--- config.mk ---
export PLATFORM = sky130hd
export DESIGN_NAME = octal_tree_bitmap_membership
export DESIGN_NICKNAME = d
export VERILOG_FILES = /design/src/hw/rtl/otbm_pkg.sv /design/src/hw/rtl/otbm_front.sv /design/src/hw/rtl/otbm_lane.sv /design/src/hw/rtl/otbm_back.sv /design/src/hw/rtl/octal_tree_bitmap_membership.sv
export SDC_FILE = /design/constraint.sdc
export NUM_CORES = 1
export LEC_CHECK = 0
export BUFFER_PORTS_ARGS = -buffer_cell sky130_fd_sc_hd__buf_2
export CAP_MARGIN = 20
export CORE_ASPECT_RATIO = 0.8
export CORE_MARGIN = 2
export CORE_UTILIZATION = 55
export DETAILED_ROUTE_END_ITERATION = 6
export HOLD_SLACK_MARGIN = 0.08
export PLACE_DENSITY_LB_ADDON = 0.2
export RECOVER_POWER = 50
export SYNTH_ARGS = -nofsm -noshare
export SYNTH_HDL_FRONTEND = slang
export SYNTH_SLANG_ARGS = --single-unit
--- constraint.sdc ---
create_clock -name clk -period 19.77 [get_ports clk]
set_input_delay 1.977 -clock clk [delete_from_list [all_inputs] [get_ports clk]]
set_output_delay 1.977 -clock clk [all_outputs]
set_load 0.005 [all_outputs]
--- src/hw/rtl/otbm_pkg.sv ---
// Package for the octal tree bitmap membership block.
// Holds the shared types, sizing constants and helper functions.
// No dependencies; every other file of the block uses it by scoped names.
package otbm_pkg;

  localparam int MAX_LEVELS = 8;
  localparam int LVL_W      = $clog2(MAX_LEVELS);
  localparam int CNT_W      = 4;
  localparam int FILE_W     = 24;
  localparam int LC_W       = 4;
  localparam int BYTE_W     = 8;
  localparam int DIGIT_W    = 3;

  localparam int FQ_DEPTH = 2;
  localparam int FQ_PW    = $clog2(FQ_DEPTH);
  localparam int FQ_CW    = $clog2(FQ_DEPTH + 1);
  localparam int RQ_DEPTH = 2;
  localparam int RQ_PW    = $clog2(RQ_DEPTH);
  localparam int RQ_CW    = $clog2(RQ_DEPTH + 1);

  typedef enum logic [1:0] {
    PH_SEARCH = 2'd0,
    PH_HIT    = 2'd1,
    PH_MISS   = 2'd2
  } phase_t;

  typedef enum logic [1:0] {
    REG_LEVEL_COUNT   = 2'd0,
    REG_FIRST_FILE    = 2'd1,
    REG_SECOND_ENABLE = 2'd2,
    REG_SECOND_FILE   = 2'd3
  } cfg_reg_t;

  // One queued byte with its precomputed population count.
  typedef struct packed {
    logic [BYTE_W-1:0] hits;
    logic              last;
    logic [CNT_W-1:0]  ones;
  } item_t;

  typedef struct packed {
    logic match;
    logic truncated;
  } result_t;

  function automatic logic [CNT_W-1:0] ones8(input logic [BYTE_W-1:0] v);
    logic [CNT_W-1:0] n;
    n = '0;
    for (int i = 0; i < BYTE_W; i++) begin
      n = n + CNT_W'(v[i]);
    end
    return n;
  endfunction

  // Top tree level index, 0..MAX_LEVELS-1, from the level count register clamped to 1..MAX_LEVELS.
  function automatic logic [LVL_W-1:0] top_level(input logic [LC_W-1:0] lc);
    logic [LVL_W-1:0] t;
    if (lc == '0) begin
      t = '0;
    end else if (lc > LC_W'(MAX_LEVELS)) begin
      t = LVL_W'(MAX_LEVELS - 1);
    end else begin
      t = LVL_W'(lc - LC_W'(1));
    end
    return t;
  endfunction

endpackage

--- src/hw/rtl/otbm_front.sv ---
// Front of the membership block: takes bytes in and counts their set bits.
// Short queue towards the back end. Depends on otbm_pkg.
module otbm_front (
  input  logic                          clk,
  input  logic                          rst_n,
  input  logic                          push,
  input  logic [otbm_pkg::BYTE_W-1:0]   hits_byte,
  input  logic                          last_byte,
  output logic                          full,
  input  logic                          fq_pop,
  output logic                          fq_vld,
  output otbm_pkg::item_t               fq_item
);

  otbm_pkg::item_t                  mem_r [otbm_pkg::FQ_DEPTH];
  logic [otbm_pkg::FQ_PW-1:0]       wr_ptr_r, rd_ptr_r;
  logic [otbm_pkg::FQ_CW-1:0]       count_r, count_nxt;
  logic                             do_push;
  otbm_pkg::item_t                  in_item;

  assign full    = (count_r == otbm_pkg::FQ_CW'(otbm_pkg::FQ_DEPTH));
  assign do_push = push && !full;
  assign fq_vld  = (count_r != '0);
  assign fq_item = mem_r[rd_ptr_r];

  always_comb begin
    in_item.hits = hits_byte;
    in_item.last = last_byte;
    in_item.ones = otbm_pkg::ones8(hits_byte);
  end

  always_comb begin
    count_nxt = count_r;
    if (do_push && !fq_pop) begin
      count_nxt = count_r + otbm_pkg::FQ_CW'(1);
    end else if (!do_push && fq_pop) begin
      count_nxt = count_r - otbm_pkg::FQ_CW'(1);
    end
  end

  always_ff @(posedge clk) begin
    if (!rst_n) begin
      wr_ptr_r <= '0;
      rd_ptr_r <= '0;
      count_r  <= '0;
    end else begin
      if (do_push) begin
        wr_ptr_r <= wr_ptr_r + otbm_pkg::FQ_PW'(1);
      end
      if (fq_pop) begin
        rd_ptr_r <= rd_ptr_r + otbm_pkg::FQ_PW'(1);
      end
      count_r <= count_nxt;
    end
  end

  always_ff @(posedge clk) begin
    if (do_push) begin
      mem_r[wr_ptr_r] <= in_item;
    end
  end

endmodule

--- src/hw/rtl/otbm_lane.sv ---
// One search lane: walks the octal digits of a file number through the tree.
// Keeps a per-level stack of pending subtree counters. Depends on otbm_pkg.
module otbm_lane (
  input  logic                          clk,
  input  logic                          rst_n,
  input  logic                          restart,
  input  logic                          step,
  input  otbm_pkg::item_t               item,
  input  logic [otbm_pkg::FILE_W-1:0]   file_num,
  input  logic [otbm_pkg::LVL_W-1:0]    start_level,
  output otbm_pkg::phase_t              phase_nxt_o
);

  otbm_pkg::phase_t               phase_r, phase_nxt;
  logic [otbm_pkg::LVL_W-1:0]     path_r, path_nxt;
  logic                           skip_r, skip_nxt;
  logic [otbm_pkg::LVL_W-1:0]     slvl_r, slvl_nxt;
  logic [otbm_pkg::CNT_W-1:0]     cnt_r   [otbm_pkg::MAX_LEVELS];
  logic [otbm_pkg::CNT_W-1:0]     cnt_nxt [otbm_pkg::MAX_LEVELS];

  assign phase_nxt_o = phase_nxt;

  always_comb begin
    logic [otbm_pkg::DIGIT_W-1:0] digit;
    logic [otbm_pkg::BYTE_W-1:0]  low_mask;
    logic [otbm_pkg::CNT_W-1:0]   n_low;
    logic [otbm_pkg::LVL_W-1:0]   s_dn;
    logic [otbm_pkg::LVL_W-1:0]   s_cur;
    logic                         desc;
    logic                         found;
    logic [otbm_pkg::LVL_W-1:0]   s_found;
    phase_nxt = phase_r;
    path_nxt  = path_r;
    skip_nxt  = skip_r;
    slvl_nxt  = slvl_r;
    cnt_nxt   = cnt_r;
    digit     = '0;
    for (int j = 0; j < otbm_pkg::MAX_LEVELS; j++) begin
      if (path_r == otbm_pkg::LVL_W'(j)) begin
        digit = file_num[otbm_pkg::DIGIT_W*j +: otbm_pkg::DIGIT_W];
      end
    end
    low_mask = (otbm_pkg::BYTE_W'(1) << digit) - otbm_pkg::BYTE_W'(1);
    n_low    = otbm_pkg::ones8(item.hits & low_mask);
    s_dn     = slvl_r - otbm_pkg::LVL_W'(1);
    desc     = (slvl_r != '0) && (item.ones != '0);
    s_cur    = desc ? s_dn : slvl_r;
    found    = 1'b0;
    s_found  = '0;

    if (step && phase_r == otbm_pkg::PH_SEARCH) begin
      if (!skip_r) begin
        // On the path: drop out, finish, descend, or queue the lower siblings to skip.
        if (!item.hits[digit]) begin
          phase_nxt = otbm_pkg::PH_MISS;
        end else if (path_r == '0) begin
          phase_nxt = otbm_pkg::PH_HIT;
        end else if (n_low == '0) begin
          path_nxt = path_r - otbm_pkg::LVL_W'(1);
        end else begin
          for (int j = 0; j < otbm_pkg::MAX_LEVELS; j++) begin
            if (otbm_pkg::LVL_W'(j) == path_r - otbm_pkg::LVL_W'(1)) begin
              cnt_nxt[j] = n_low;
            end
          end
          slvl_nxt = path_r - otbm_pkg::LVL_W'(1);
          skip_nxt = 1'b1;
        end
      end else begin
        // This byte roots one pending subtree: retire it, push its children.
        for (int j = 0; j < otbm_pkg::MAX_LEVELS; j++) begin
          if (otbm_pkg::LVL_W'(j) == slvl_r && cnt_r[j] != '0) begin
            cnt_nxt[j] = cnt_r[j] - otbm_pkg::CNT_W'(1);
          end
          if (desc && otbm_pkg::LVL_W'(j) == s_dn) begin
            cnt_nxt[j] = item.ones;
          end
        end
        // Lowest level at or above s_cur, still under the path, with work left.
        for (int j = otbm_pkg::MAX_LEVELS - 1; j >= 0; j--) begin
          if (cnt_nxt[j] != '0 &&
              (otbm_pkg::LVL_W'(j) == s_cur ||
               (otbm_pkg::LVL_W'(j) > s_cur && otbm_pkg::LVL_W'(j) < path_r))) begin
            found   = 1'b1;
            s_found = otbm_pkg::LVL_W'(j);
          end
        end
        if (found) begin
          slvl_nxt = s_found;
        end else begin
          skip_nxt = 1'b0;
          path_nxt = path_r - otbm_pkg::LVL_W'(1);
          if ({1'b0, s_cur} + 4'd1 >= {1'b0, path_r}) begin
            slvl_nxt = s_cur;
          end else begin
            slvl_nxt = path_r - otbm_pkg::LVL_W'(1);
          end
        end
      end
    end
  end

  always_ff @(posedge clk) begin
    if (!rst_n) begin
      phase_r <= otbm_pkg::PH_SEARCH;
      path_r  <= '0;
      skip_r  <= 1'b0;
      slvl_r  <= '0;
      for (int j = 0; j < otbm_pkg::MAX_LEVELS; j++) begin
        cnt_r[j] <= '0;
      end
    end else if (restart) begin
      phase_r <= otbm_pkg::PH_SEARCH;
      path_r  <= start_level;
      skip_r  <= 1'b0;
      slvl_r  <= '0;
      for (int j = 0; j < otbm_pkg::MAX_LEVELS; j++) begin
        cnt_r[j] <= '0;
      end
    end else begin
      phase_r <= phase_nxt;
      path_r  <= path_nxt;
      skip_r  <= skip_nxt;
      slvl_r  <= slvl_nxt;
      cnt_r   <= cnt_nxt;
    end
  end

endmodule

--- src/hw/rtl/otbm_back.sv ---
// Back end of the membership block: two search lanes and the result decision.
// Depends on otbm_pkg and otbm_lane.
module otbm_back (
  input  logic                          clk,
  input  logic                          rst_n,
  input  logic                          cfg_wr,
  input  logic                          fq_vld,
  input  otbm_pkg::item_t               fq_item,
  output logic                          fq_pop,
  input  logic                          rq_full,
  input  logic [otbm_pkg::LVL_W-1:0]    start_level,
  input  logic [otbm_pkg::FILE_W-1:0]   first_file,
  input  logic                          second_enable,
  input  logic [otbm_pkg::FILE_W-1:0]   second_file,
  output logic                          res_vld,
  output otbm_pkg::result_t             res
);

  logic             restart;
  otbm_pkg::phase_t ph0, ph1;

  // Hold a closing byte until the result queue has room.
  assign fq_pop  = fq_vld && (!fq_item.last || !rq_full);
  assign res_vld = fq_pop && fq_item.last;
  assign restart = cfg_wr || res_vld;

  otbm_lane u_lane0 (
    .clk         (clk),
    .rst_n       (rst_n),
    .restart     (restart),
    .step        (fq_pop),
    .item        (fq_item),
    .file_num    (first_file),
    .start_level (start_level),
    .phase_nxt_o (ph0)
  );

  otbm_lane u_lane1 (
    .clk         (clk),
    .rst_n       (rst_n),
    .restart     (restart),
    .step        (fq_pop),
    .item        (fq_item),
    .file_num    (second_file),
    .start_level (start_level),
    .phase_nxt_o (ph1)
  );

  always_comb begin
    res.match     = (ph0 == otbm_pkg::PH_HIT) &&
                    (!second_enable || ph1 == otbm_pkg::PH_HIT);
    res.truncated = (ph0 == otbm_pkg::PH_SEARCH) ||
                    (second_enable && ph1 == otbm_pkg::PH_SEARCH);
  end

endmodule

--- src/hw/rtl/octal_tree_bitmap_membership.sv ---
// Octal tree bitmap membership: top level with configuration and result queue.
// Depends on otbm_pkg, otbm_front, otbm_lane and otbm_back.
// Throughput: one byte per cycle; a closing byte waits only while the result queue is full.
// A record's result passes through the front queue and then the result queue to the output.
// Reset (rst_n low, synchronous): both queues empty, level count 1, file numbers 0,
// second file off, lanes searching at the top level.
module octal_tree_bitmap_membership (
  input  logic                          clk,
  input  logic                          rst_n,
  // byte stream of hit records
  input  logic                          push,
  output logic                          full,
  input  logic [otbm_pkg::BYTE_W-1:0]   in_hits_byte,
  input  logic                          in_last_byte,
  // one result per record
  output logic                          empty,
  input  logic                          pop,
  output logic                          out_match,
  output logic                          out_truncated,
  // configuration writes
  input  logic                          cfg_we,
  input  logic [1:0]                    cfg_index,
  input  logic [otbm_pkg::FILE_W-1:0]   cfg_wdata
);

  // Configuration registers.
  logic [otbm_pkg::LC_W-1:0]   level_count_r;
  logic [otbm_pkg::LC_W-1:0]   level_count_nxt;
  logic [otbm_pkg::FILE_W-1:0] first_file_r;
  logic                        second_enable_r;
  logic [otbm_pkg::FILE_W-1:0] second_file_r;
  logic [otbm_pkg::LVL_W-1:0]  start_level;

  // Front to back queue.
  logic              fq_vld, fq_pop;
  otbm_pkg::item_t   fq_item;

  // Back end results and the result queue.
  logic                         res_vld;
  otbm_pkg::result_t            res;
  otbm_pkg::result_t            rq_mem_r [otbm_pkg::RQ_DEPTH];
  logic [otbm_pkg::RQ_PW-1:0]   rq_wr_r, rq_rd_r;
  logic [otbm_pkg::RQ_CW-1:0]   rq_cnt_r, rq_cnt_nxt;
  logic                         rq_full;
  logic                         rq_pop;
  otbm_pkg::result_t            rq_head;

  // A level count write restarts the lanes on the same edge, so take the
  // value being written rather than the one still held.
  always_comb begin
    level_count_nxt = level_count_r;
    if (cfg_we && cfg_index == otbm_pkg::REG_LEVEL_COUNT) begin
      level_count_nxt = cfg_wdata[otbm_pkg::LC_W-1:0];
    end
  end

  // Clamp the level count once, so each lane starts at the right top level.
  assign start_level = otbm_pkg::top_level(level_count_nxt);

  // Any write restarts both lanes; the user writes only while the block is idle, unchecked.
  always_ff @(posedge clk) begin
    if (!rst_n) begin
      level_count_r   <= otbm_pkg::LC_W'(1);
      first_file_r    <= '0;
      second_enable_r <= 1'b0;
      second_file_r   <= '0;
    end else if (cfg_we) begin
      case (cfg_index)
        otbm_pkg::REG_LEVEL_COUNT:   level_count_r   <= cfg_wdata[otbm_pkg::LC_W-1:0];
        otbm_pkg::REG_FIRST_FILE:    first_file_r    <= cfg_wdata;
        otbm_pkg::REG_SECOND_ENABLE: second_enable_r <= cfg_wdata[0];
        otbm_pkg::REG_SECOND_FILE:   second_file_r   <= cfg_wdata;
        default:                     level_count_r   <= level_count_r;
      endcase
    end
  end

  // Front: take bytes, count their bits, queue them for the lanes.
  otbm_front u_front (
    .clk       (clk),
    .rst_n     (rst_n),
    .push      (push),
    .hits_byte (in_hits_byte),
    .last_byte (in_last_byte),
    .full      (full),
    .fq_pop    (fq_pop),
    .fq_vld    (fq_vld),
    .fq_item   (fq_item)
  );

  // Back: both lanes advance on every byte popped from the front queue.
  otbm_back u_back (
    .clk           (clk),
    .rst_n         (rst_n),
    .cfg_wr        (cfg_we),
    .fq_vld        (fq_vld),
    .fq_item       (fq_item),
    .fq_pop        (fq_pop),
    .rq_full       (rq_full),
    .start_level   (start_level),
    .first_file    (first_file_r),
    .second_enable (second_enable_r),
    .second_file   (second_file_r),
    .res_vld       (res_vld),
    .res           (res)
  );

  // Result queue: parts the lanes from a stalled consumer.
  assign rq_full       = (rq_cnt_r == otbm_pkg::RQ_CW'(otbm_pkg::RQ_DEPTH));
  assign empty         = (rq_cnt_r == '0);
  assign rq_pop        = pop && !empty;
  assign rq_head       = rq_mem_r[rq_rd_r];
  assign out_match     = rq_head.match;
  assign out_truncated = rq_head.truncated;

  always_comb begin
    rq_cnt_nxt = rq_cnt_r;
    if (res_vld && !rq_pop) begin
      rq_cnt_nxt = rq_cnt_r + otbm_pkg::RQ_CW'(1);
    end else if (!res_vld && rq_pop) begin
      rq_cnt_nxt = rq_cnt_r - otbm_pkg::RQ_CW'(1);
    end
  end

  always_ff @(posedge clk) begin
    if (!rst_n) begin
      rq_wr_r  <= '0;
      rq_rd_r  <= '0;
      rq_cnt_r <= '0;
    end else begin
      if (res_vld) begin
        rq_wr_r <= rq_wr_r + otbm_pkg::RQ_PW'(1);
      end
      if (rq_pop) begin
        rq_rd_r <= rq_rd_r + otbm_pkg::RQ_PW'(1);
      end
      rq_cnt_r <= rq_cnt_nxt;
    end
  end

  always_ff @(posedge clk) begin
    if (res_vld) begin
      rq_mem_r[rq_wr_r] <= res;
    end
  end

  // A result is only produced when the result queue can take it.
  a_res_room : assert property (@(posedge clk) disable iff (!rst_n)
    res_vld |-> !rq_full)
    else $error("result produced while result queue full");

  // The lanes only advance on a byte that is really queued.
  a_pop_valid : assert property (@(posedge clk) disable iff (!rst_n)
    fq_pop |-> fq_vld)
    else $error("front queue popped while empty");

  // After a byte is taken, the front queue is not empty on the next cycle.
  a_push_seen : assert property (@(posedge clk) disable iff (!rst_n)
    (push && !full) |=> fq_vld)
    else $error("accepted byte not queued");

endmodule

-- Yosys cells after proc, flatten, opt, wreduce, memory -nomap -nowiden
Memories as Yosys holds them, arrays and structs flattened. A register that Yosys moved wholly into a read port is not among the register bits.
Cells that the tools add are included.
- bits in writable memories: 30
- word-level logic and storage cells: 636
- input port bits: 40
- memories: 2
- register bits after elaboration: 143
- shift-type cells: 2
- order comparisons: 37
- equality and inequality tests: 85
- muxes and demuxes: 205
- bitwise logic cells: 3
- $add $sub $neg: 54
- reductions and logical operators: 214
- memory list (memory ; depth ; bits a word ; rd ports ; clocked after memory_dff ; wr ports ; line ; text):
    u_front.mem_r ; 2 ; 13 ; 1 ; 1 ; 1 ; otbm_front.sv:15 ; otbm_pkg::item_t mem_r [otbm_pkg::FQ_DEPTH];
    rq_mem_r ; 2 ; 2 ; 1 ; 1 ; 1 ; octal_tree_bitmap_membership.sv:41 ; otbm_pkg::result_t rq_mem_r [otbm_pkg::RQ_DEPTH];
- operators with widths (cell ; count):
    $mux W4 ; 81
    $mux W32 ; 8
    $mux W3 ; 62
    $reduce_bool A4 Y1 ; 33
    $eq A3 B3 Y1 const A ; 32
    $reduce_and A5 Y1 ; 18
    $logic_and A1 B1 Y1 ; 79
    $sub A4 B1 Y4 const B ; 16
    $add A4 B1 Y4 ; 14
    $eq A2 B3 Y1 const A ; 16
    $reduce_bool A2 Y1 ; 23
    $mux W1 ; 40
    $logic_not A3 Y1 ; 10
    $eq A1 B3 Y1 const A ; 8
    $eq A3 B3 Y1 const B ; 8
    $gt A3 B3 Y1 const A ; 8
    $lt A3 B3 Y1 const A ; 8
    $mux W2 ; 12
    $logic_or A1 B1 Y1 ; 20
    $reduce_bool A3 Y1 ; 6
    $and A8 B8 Y8 ; 2
    $shl A1 B3 Y8 const A ; 2
    $sub A8 B2 Y8 const B ; 2
    $sub A3 B1 Y3 const B ; 5
    28 further kinds ; 87

-- Depth between registers and ports, before layout
Gate-level depths: netlist (run 1).
- depth in word-level cells: 26
- mapped depth: 29
- gate-level depth less buffers: 25

-- By module
A second synthesis (run 1) with hierarchy kept.
- cells, all modules: 1677
- area total of the unflattened synthesis: 13636.8 um^2
- modules (own cells, without submodules) (module ; instances ; area an instance (um^2) ; cells each):
    otbm_lane (u_back.u_lane0) ; 1 ; 5087.4 ; 684
    otbm_lane (u_back.u_lane1) ; 1 ; 4825.9 ; 625
    octal_tree_bitmap_membership ; 1 ; 2314.7 ; 273
    otbm_front ; 1 ; 1348.8 ; 86
    otbm_back ; 1 ; 60.1 ; 9

-- Worst setup path before layout (run 1)
No wires, ideal clock.
- path type: register to register
- start: reg u_back.u_lane0.path_r[0] in the netlist's numbering
- end: reg u_back.u_lane0.cnt_r[24] in the netlist's numbering
- period minus slack after synthesis: 6.838 ns
- stages on the path, launching flop included: 29
- data arrival time: 6.722 ns
- slack: 12.932 ns
- setup time: 0.116 ns
- cell sequence: dfxtp_1 > clkbuf_1 > inv_1 > ha_1 > clkbuf_1 > clkbuf_1 > a21oi_1 > a211oi_1 > o32ai_1 > and2_1 > nand2_1 > ha_1 > or2_2 > fa_1 > fa_1 > inv_1 > fa_1 > ha_1 > inv_1 > fa_1 > nor2b_1 > a21oi_1 > or3b_2 > nor2b_1 > buf_1 > a21oi_1 > clkbuf_1 > nor2_1 > o211a_1
- longest elaborated chain between the ends: 24
- ends and longest elaborated chain (what ; line ; text):
    start, declared ; otbm_lane.sv:15 ; logic [otbm_pkg::LVL_W-1:0] path_r, path_nxt;
    start signal, assigned ; otbm_lane.sv:114 ; path_r <= start_level;
    start signal, assigned ; otbm_lane.sv:122 ; path_r <= path_nxt;
    $logic_not A3 Y1 ; otbm_lane.sv:39, otbm_lane.sv:56 ;
    $mux W3 (8 in series) ; otbm_lane.sv:39 ; if (path_r == otbm_pkg::LVL_W'(j)) begin
    $shl A1 B3 Y8 ; otbm_lane.sv:43 ; low_mask = (otbm_pkg::BYTE_W'(1) << digit) - otbm_pkg::BYTE_W'(1);
    $sub A8 B2 Y8 ; otbm_lane.sv:43 ;
    $and A8 B8 Y8 ; otbm_lane.sv:44 ; n_low = otbm_pkg::ones8(item.hits & low_mask);
    $add A1 B1 Y2 ; otbm_pkg.sv:50 ; n = n + CNT_W'(v[i]);
    $add A2 B1 Y3 ; otbm_pkg.sv:50 ;
    $add A3 B1 Y4 ; otbm_pkg.sv:50 ;
    $add A4 B1 Y4 (4 in series) ; otbm_pkg.sv:50 ;
    $mux W4 ; otbm_lane.sv:62 ; if (otbm_pkg::LVL_W'(j) == path_r - otbm_pkg::LVL_W'(1)) begin
    $mux W32 ; otbm_lane.sv:58 ; end else if (n_low == '0) begin
    $mux W32 ; otbm_lane.sv:56 ; end else if (path_r == '0) begin
    $mux W32 ; otbm_lane.sv:54 ; if (!item.hits[digit]) begin
    $mux W32 ; otbm_lane.sv:52 ; if (!skip_r) begin
    end signal, assigned ; otbm_lane.sv:125 ; cnt_r <= cnt_nxt;
    end, declared ; otbm_lane.sv:18 ; logic [otbm_pkg::CNT_W-1:0] cnt_r [otbm_pkg::MAX_LEVELS];
Parallel ways exist; a longest one is shown, timed or not. The select of a mux whose other input is x is not followed.
A chain may end at the register's enable or synchronous reset.

-- Worst setup path after layout (run 1)
- start: reg u_back.u_lane0.path_r[0] in the netlist's numbering
- end: reg u_back.u_lane0.cnt_r[31] in the netlist's numbering
Same word-level chain as after synthesis.

==> results of run 1 <==
-- layer usage --
metal	GRT usage (%)	part of all wire [%]
met5	0	0.043
met4	10.7	2.5
met3	7.00	9.3
met2	47.4	43
met1	45.0	45
-- worst max-delay path, delay by kind of cell, from the launching register on --
kind                       cells  cell delay [ns]
DFF                            1             0.62
buffers and inverters          3             0.34
adders and majority gates      7             2.93
and+or+nand+nor                5             1.36
AOI/OAI and AO/OA              7             2.61
-- kinds of logic after synthesis --
group	Yosys count	synth area share, %
xor+xnor	47	3.10
simple gates	609	22.5
other cells	1	0.0282
compound gates	503	26.3
buf+inv	182	5.36
mux	72	5.94
fa+ha+maj	79	8.10
flops	175	28.6
-- where the power goes --
part           total (mW)  switching, mW  internal [mW]
logic               0.913          0.608          0.305
registers           0.427         0.0305          0.397
clock network       0.374          0.166          0.208
total                1.71          0.805          0.909
-- area by class of cell --
class	count	area share (%)
Clock buffer	18	3.07
Clock inverter	14	1.35
Inverter	102	2.68
Multi-Input combinational cell	1312	61.3
Sequential cell	175	26.6
Tap cell	312	2.73
Timing Repair Buffer	61	2.26
-- placed cells by master (no fill, tap or decap), types with 14 or more instances in the layout --
| cell | n |
|---|---|
| ha_1 | 66 |
| mux2_2 | 18 |
| buf_2 | 34 |
| nor3b_1 | 26 |
| nand2_1 | 228 |
| edfxtp_1 | 30 |
| a21boi_0 | 54 |
| a21oi_1 | 148 |
| nor3_1 | 44 |
| or3_1 | 17 |
| nor2_1 | 111 |
| mux2i_1 | 47 |
| and2_1 | 17 |
| xnor2_1 | 35 |
| nand3_1 | 32 |
| o21ai_0 | 84 |
| a211oi_1 | 31 |
| dfxtp_1 | 145 |
| nand2b_1 | 21 |
| clkbuf_16 | 17 |
| o31ai_1 | 16 |
| inv_1 | 100 |
| nor2b_1 | 35 |
| buf_4 | 14 |
-- flip-flops by register name, summed over array words and instances, names as in the netlist, 2 cells and up, named ones only --
register                flops
rq_mem_r                    4
u_back.u_lane0.path_r       3
u_back.u_lane1.phase_r      2
level_count_r               4
u_back.u_lane1.slvl_r       3
u_back.u_lane0.cnt_r       32
second_file_r              24
rq_cnt_r                    2
u_front.count_r             2
first_file_r               24
u_back.u_lane0.phase_r      2
u_back.u_lane1.path_r       3
u_back.u_lane1.cnt_r       32
u_front.mem_r              26
u_back.u_lane0.slvl_r       3
-- metrics by stage --
| step | util [%] | instance area (um2) | cells |
|---|---|---|---|
| floorplan | - | 13300 | 1669 |
| global placement | 58.1 | 13700 | 1961 |
| detailed placement | 58.1 | 13700 | 1961 |
| CTS | 60.8 | 14300 | 1993 |
| global route | 60.7 | 14300 | 1994 |
| finish | 60.7 | 14300 | 1994 |
-- path summary, 6_finish.rpt --
kind                                                 end  depth (start not counted)  slack (ns)
worst max-delay path            u_back.u_lane0.cnt_r[31]                         22       11.82
worst min register to register          second_file_r[2]                          2        0.47
worst min-delay path                    second_file_r[2]                          2        0.47
worst max register to register  u_back.u_lane0.cnt_r[31]                         22       11.82
==> reports/metrics.csv, run 1 <==
metric;value;unit
iteration count of the initial detailed-routing pass;7;
Min Clock Period, post-route;7.95;ns
failing checks;design-rule violations, max-capacitance violations, max-slew violations;
Mapped Area;13300;um2
final setup vio count;0;
clock sinks;175;
Post-Route WL;39.8;mm
synthesized netlist cell count;1668;
gp weighted congestion;0.954;
worst-path fanout max;18;
initial antenna violation count;1;
Crit path largest cell delay;0.84;ns
Unique masters post-synth;97;
Max clock buf depth;2;
worst path cell trace;inv_1, ha_1, a21oi_1, a221oi_1, o221ai_1, nand2_1, ha_1, or2_2, fa_1, fa_1, inv_1, fa_1, ha_1, inv_1, fa_1, nor2b_1, a21oi_1, or3b_2, nor2b_1, a21oi_1, a21oi_1, a211oi_1;
WHS;0.474;ns
top achievable clock speed;126;MHz
row count;50;
CTS resizes;0;
status;complete, but fails checks;
worst setup path startpoint;u_back.u_lane0.path_r[0];
Die Width;178;um
top cell type's share of synthesized area;21.9;%
Hold Path Origin;second_file_r[2];
PwrDens;120;nW/um2
routed length per placed instance;20.0;um
Worst Slack Setup Final;11.82;ns
postcts setup bufs;0;
Critical Path Sink Type;flip-flop;
clk_lat worst skew;0.46;ns
Static Leak;5.24;nW
Ports;44;
Startpoint Class;flip-flop;
arrival time worst endpoint;8.31;ns
RSZ-0062 raised after global routing;no;
CTS hold repair buffers;0;
r2r startpoint;u_back.u_lane0.path_r[0];
count of max-cap constraint violations;2;
pre-CTS setup slack;11.99;ns
largest area contributor in the netlist;dfxtp_1;
gr usage total;31.7;%
vias in the first global route;11700;
pin count of the biggest net entering global routing;69;
synth top area cells;dfxtp_1 (22%), edfxtp_1 (6.8%), nand2_1 (6.5%), ha_1 (6.2%), a21oi_1 (5.6%);
WS Path Type;reg2reg;
synth warn;0;
VDD IR max;78.2;uV
synth-to-layout area growth;7.78;%
DR vias;12700;
PortBufs;43;
CTS tree;yes;
first-pass GRT wire length;63.1;mm
clock-pin slew on the worst setup and hold paths;0.07;ns
Final Skew;0.00990;ns
Worst-Margin Slew;2.43;ns
synth cell count leaders;nand2_1 (229), a21oi_1 (148), dfxtp_1 (145);
gr ovfl total;0;
Avg Inst Size Synth;7.96;um2
PnR Total Power;1.71;mW
EDFF count, synth;30;
FFs w/ async S/R, synth;0;%
post-DR vias/cell;6.35;
predominant post-synthesis flop cell;dfxtp_1;
Synth Register Bits;175;
storage element area;3800;um2
top-count cell post-synth;nand2_1;
DR iter-0 viols;1467;
Fin. Hold Viols;0;
fin nets;1787;
Fin Setup TNS;0;ns
drt drc;1;
Initial Util;56.3;%
# diodes;0;
post-DP HPWL;28.1;mm
CTS Buf Count;17;
Die H;143;um
CTS H-tree lvls;4;
Seq/Total Area, Yosys;28.6;%
antenna-violating nets left;0;
die area;25400;um2
hold crit path type;reg2reg;
final cycle utilization of the critical path;40.2;%
Worst path slowest cell;o221ai_1;
Slew HR;-61.7;%
Multi-input gate area;8780;um2
Fillers;2125;
layout cells sized above 1;8.68;%
core area;23600;um2
critical path required time;20.13;ns
Max Slew Vio Count;93;
CTS root buf;clkbuf_16;
No activity file was read; power rests on OpenSTA's default activity.
==> run 2: changes to the inputs <==
==> constraint.sdc (replaced) <==
create_clock -name clk -period 6.7 [get_ports clk]
set_input_delay 0.67 -clock clk [delete_from_list [all_inputs] [get_ports clk]]
set_output_delay 0.67 -clock clk [all_outputs]
set_load 0.005 [all_outputs]
==> reports/metrics.csv, run 2 (synthesized netlist as in run 1, its figures left out) <==
metric;value;unit
final cycle utilization of the critical path;95.4;%
CTS hold repair buffers;0;
worst path cell trace;inv_1, ha_4, or4bb_1, a21oi_1, o32ai_2, and2_4, nand2_1, ha_1, or2_2, fa_1, fa_1, inv_1, fa_1, ha_1, inv_1, fa_1, nor2b_1, a21oi_1, or3b_2, nor2b_2, a21oi_1, buf_4, a21oi_1, o211a_1;
synth-to-layout area growth;9.70;%
Initial Util;56.3;%
Fillers;2035;
PortBufs;43;
# diodes;0;
top achievable clock speed;156;MHz
Static Leak;5.36;nW
CTS root buf;clkbuf_16;
WHS;0.405;ns
Critical Path Sink Type;flip-flop;
final core utilization;61.8;%
Slew HR;-63.3;%
DR vias;12700;
post-DP HPWL;28.3;mm
dpl cell area;13900;um2
Crit path largest cell delay;0.55;ns
gp weighted congestion;0.969;
Fin. Hold Viols;0;
PwrDens;353;nW/um2
Max Slew Vio Count;69;
gr ovfl total;0;
post-DR vias/cell;6.29;
failing checks;max-capacitance violations, max-slew violations;
Post-Route WL;39.7;mm
Final Skew;0.0101;ns
Ports;44;
Die Width;178;um
worst r2r path cells;24;
pin count of the biggest net entering global routing;69;
top flop regs;u_back.u_lane0.cnt_r x32, u_back.u_lane1.cnt_r x32, u_front.mem_r x26;
VDD IR max;282;uV
die area;25400;um2
row count;50;
Max clock buf depth;2;
PnR Total Power;5.15;mW
arrival time worst endpoint;6.74;ns
worst-path fanout max;11;
vias in the first global route;11800;
first-pass GRT wire length;63.3;mm
antenna-violating nets left;0;
core area;23600;um2
clock sinks;175;
Worst-Margin Slew;2.45;ns
WS Path Type;reg2reg;
fin nets;1816;
layout cells sized above 1;11.1;%
most common cell after layout, fill and taps aside;nand2_1;
CTS tree;yes;
CTS Buf Count;17;
hold crit path type;in2reg;
count of max-cap constraint violations;1;
initial antenna violation count;0;
final setup vio count;0;
critical path required time;7.05;ns
status;complete, but fails checks;
gr usage total;31.6;%
DR iter-0 viols;1281;
clock-pin slew on the worst setup and hold paths;0.07;ns
drt drc;0;
routed length per placed instance;19.6;um
Worst Hold Depth;1;
final instance area;14600;um2
CTS H-tree lvls;4;
Startpoint Class;flip-flop;
clk_lat worst skew;0.45;ns
most frequent cells in the layout;nand2_1 (228), a21oi_1 (148), dfxtp_1 (144);
Worst path slowest cell;fa_1;
Min Clock Period, post-route;6.39;ns
Die H;143;um
iteration count of the initial detailed-routing pass;7;
## run 2: cell count changes in the layout (fill, tap and decap cells not counted), moves of 2 or more
cell       previous run  this run
a41oi_1               6         3
o41ai_1               4         2
a41oi_2               2         5
and2_1               17        20
ha_2                  0         4
bufinv_16             3         1
buf_4                14        45
ha_1                 66        61
and2_0                5         1
## run 2: repair_timing
action,4_1_cts,5_1_grt
endpoints found under the setup margin,15,70
pin swaps,0,1
gates resized for setup,3,18
setup buffers,0,1
## run 2: worst max-delay path: cells and delay by family, from the launching register on
kind / cells / cell delay [ns]
flops: 1 / 0.33
compound gates: 6 / 1.02
buf+inv: 4 / 0.43
fa+ha+maj: 7 / 2.57
simple gates: 7 / 1.94
## run 2: metal layers
metal	vias to the layer above	part of all wire, %	global-route usage (%)
met1	6026	46	45.4
met3	65	8.4	6.34
met5	-	0	0
met2	549	43	47.6
li1	6088	-	-
met4	0	2.1	9.92
## run 2: final timing paths
| kind | from | to | slack, ns |
|---|---|---|---|
| worst max-delay path | u_back.u_lane0.path_r[0] | u_back.u_lane0.cnt_r[28] | 0.31 |
| worst min-delay path | in_last_byte | u_front.mem_r[1][4] | 0.40 |
| worst max register to register | u_back.u_lane0.path_r[0] | u_back.u_lane0.cnt_r[28] | 0.31 |
| worst min register to register | first_file_r[11] | first_file_r[11] | 0.47 |
## run 2: final cells by class
cell class	instances	area [um2]	area share, %
multi-input cells	1312	8870	60.9
flip-flops and latches	175	3800	26.1
repair buffers	90	548	3.76
clock buffers	18	429	2.95
well taps	312	390	2.68
inverters	102	383	2.63
clock inverters	14	143	0.979
## run 2: through the flow
step / instances / setup WS [ns] / TNS [ns]
floorplan: 1669 / 0.0139 / 0
global placement: 1989 / 0.183 / 0
detailed placement: 1989 / -0.0466 / -0.266
CTS: 2021 / 0.00256 / 0
global route: 2023 / -0.00818 / -0.0183
finish: 2023 / 0.307 / 0
## run 2: power by group
part / leakage [nW] / internal (mW) / switching, mW / total [mW]
sequential: 1.45 / 1.17 / 0.0789 / 1.25
clock: 0.282 / 0.526 / 0.487 / 1.01
combinational: 3.63 / 1.03 / 1.86 / 2.88
total: 5.36 / 2.72 / 2.43 / 5.15
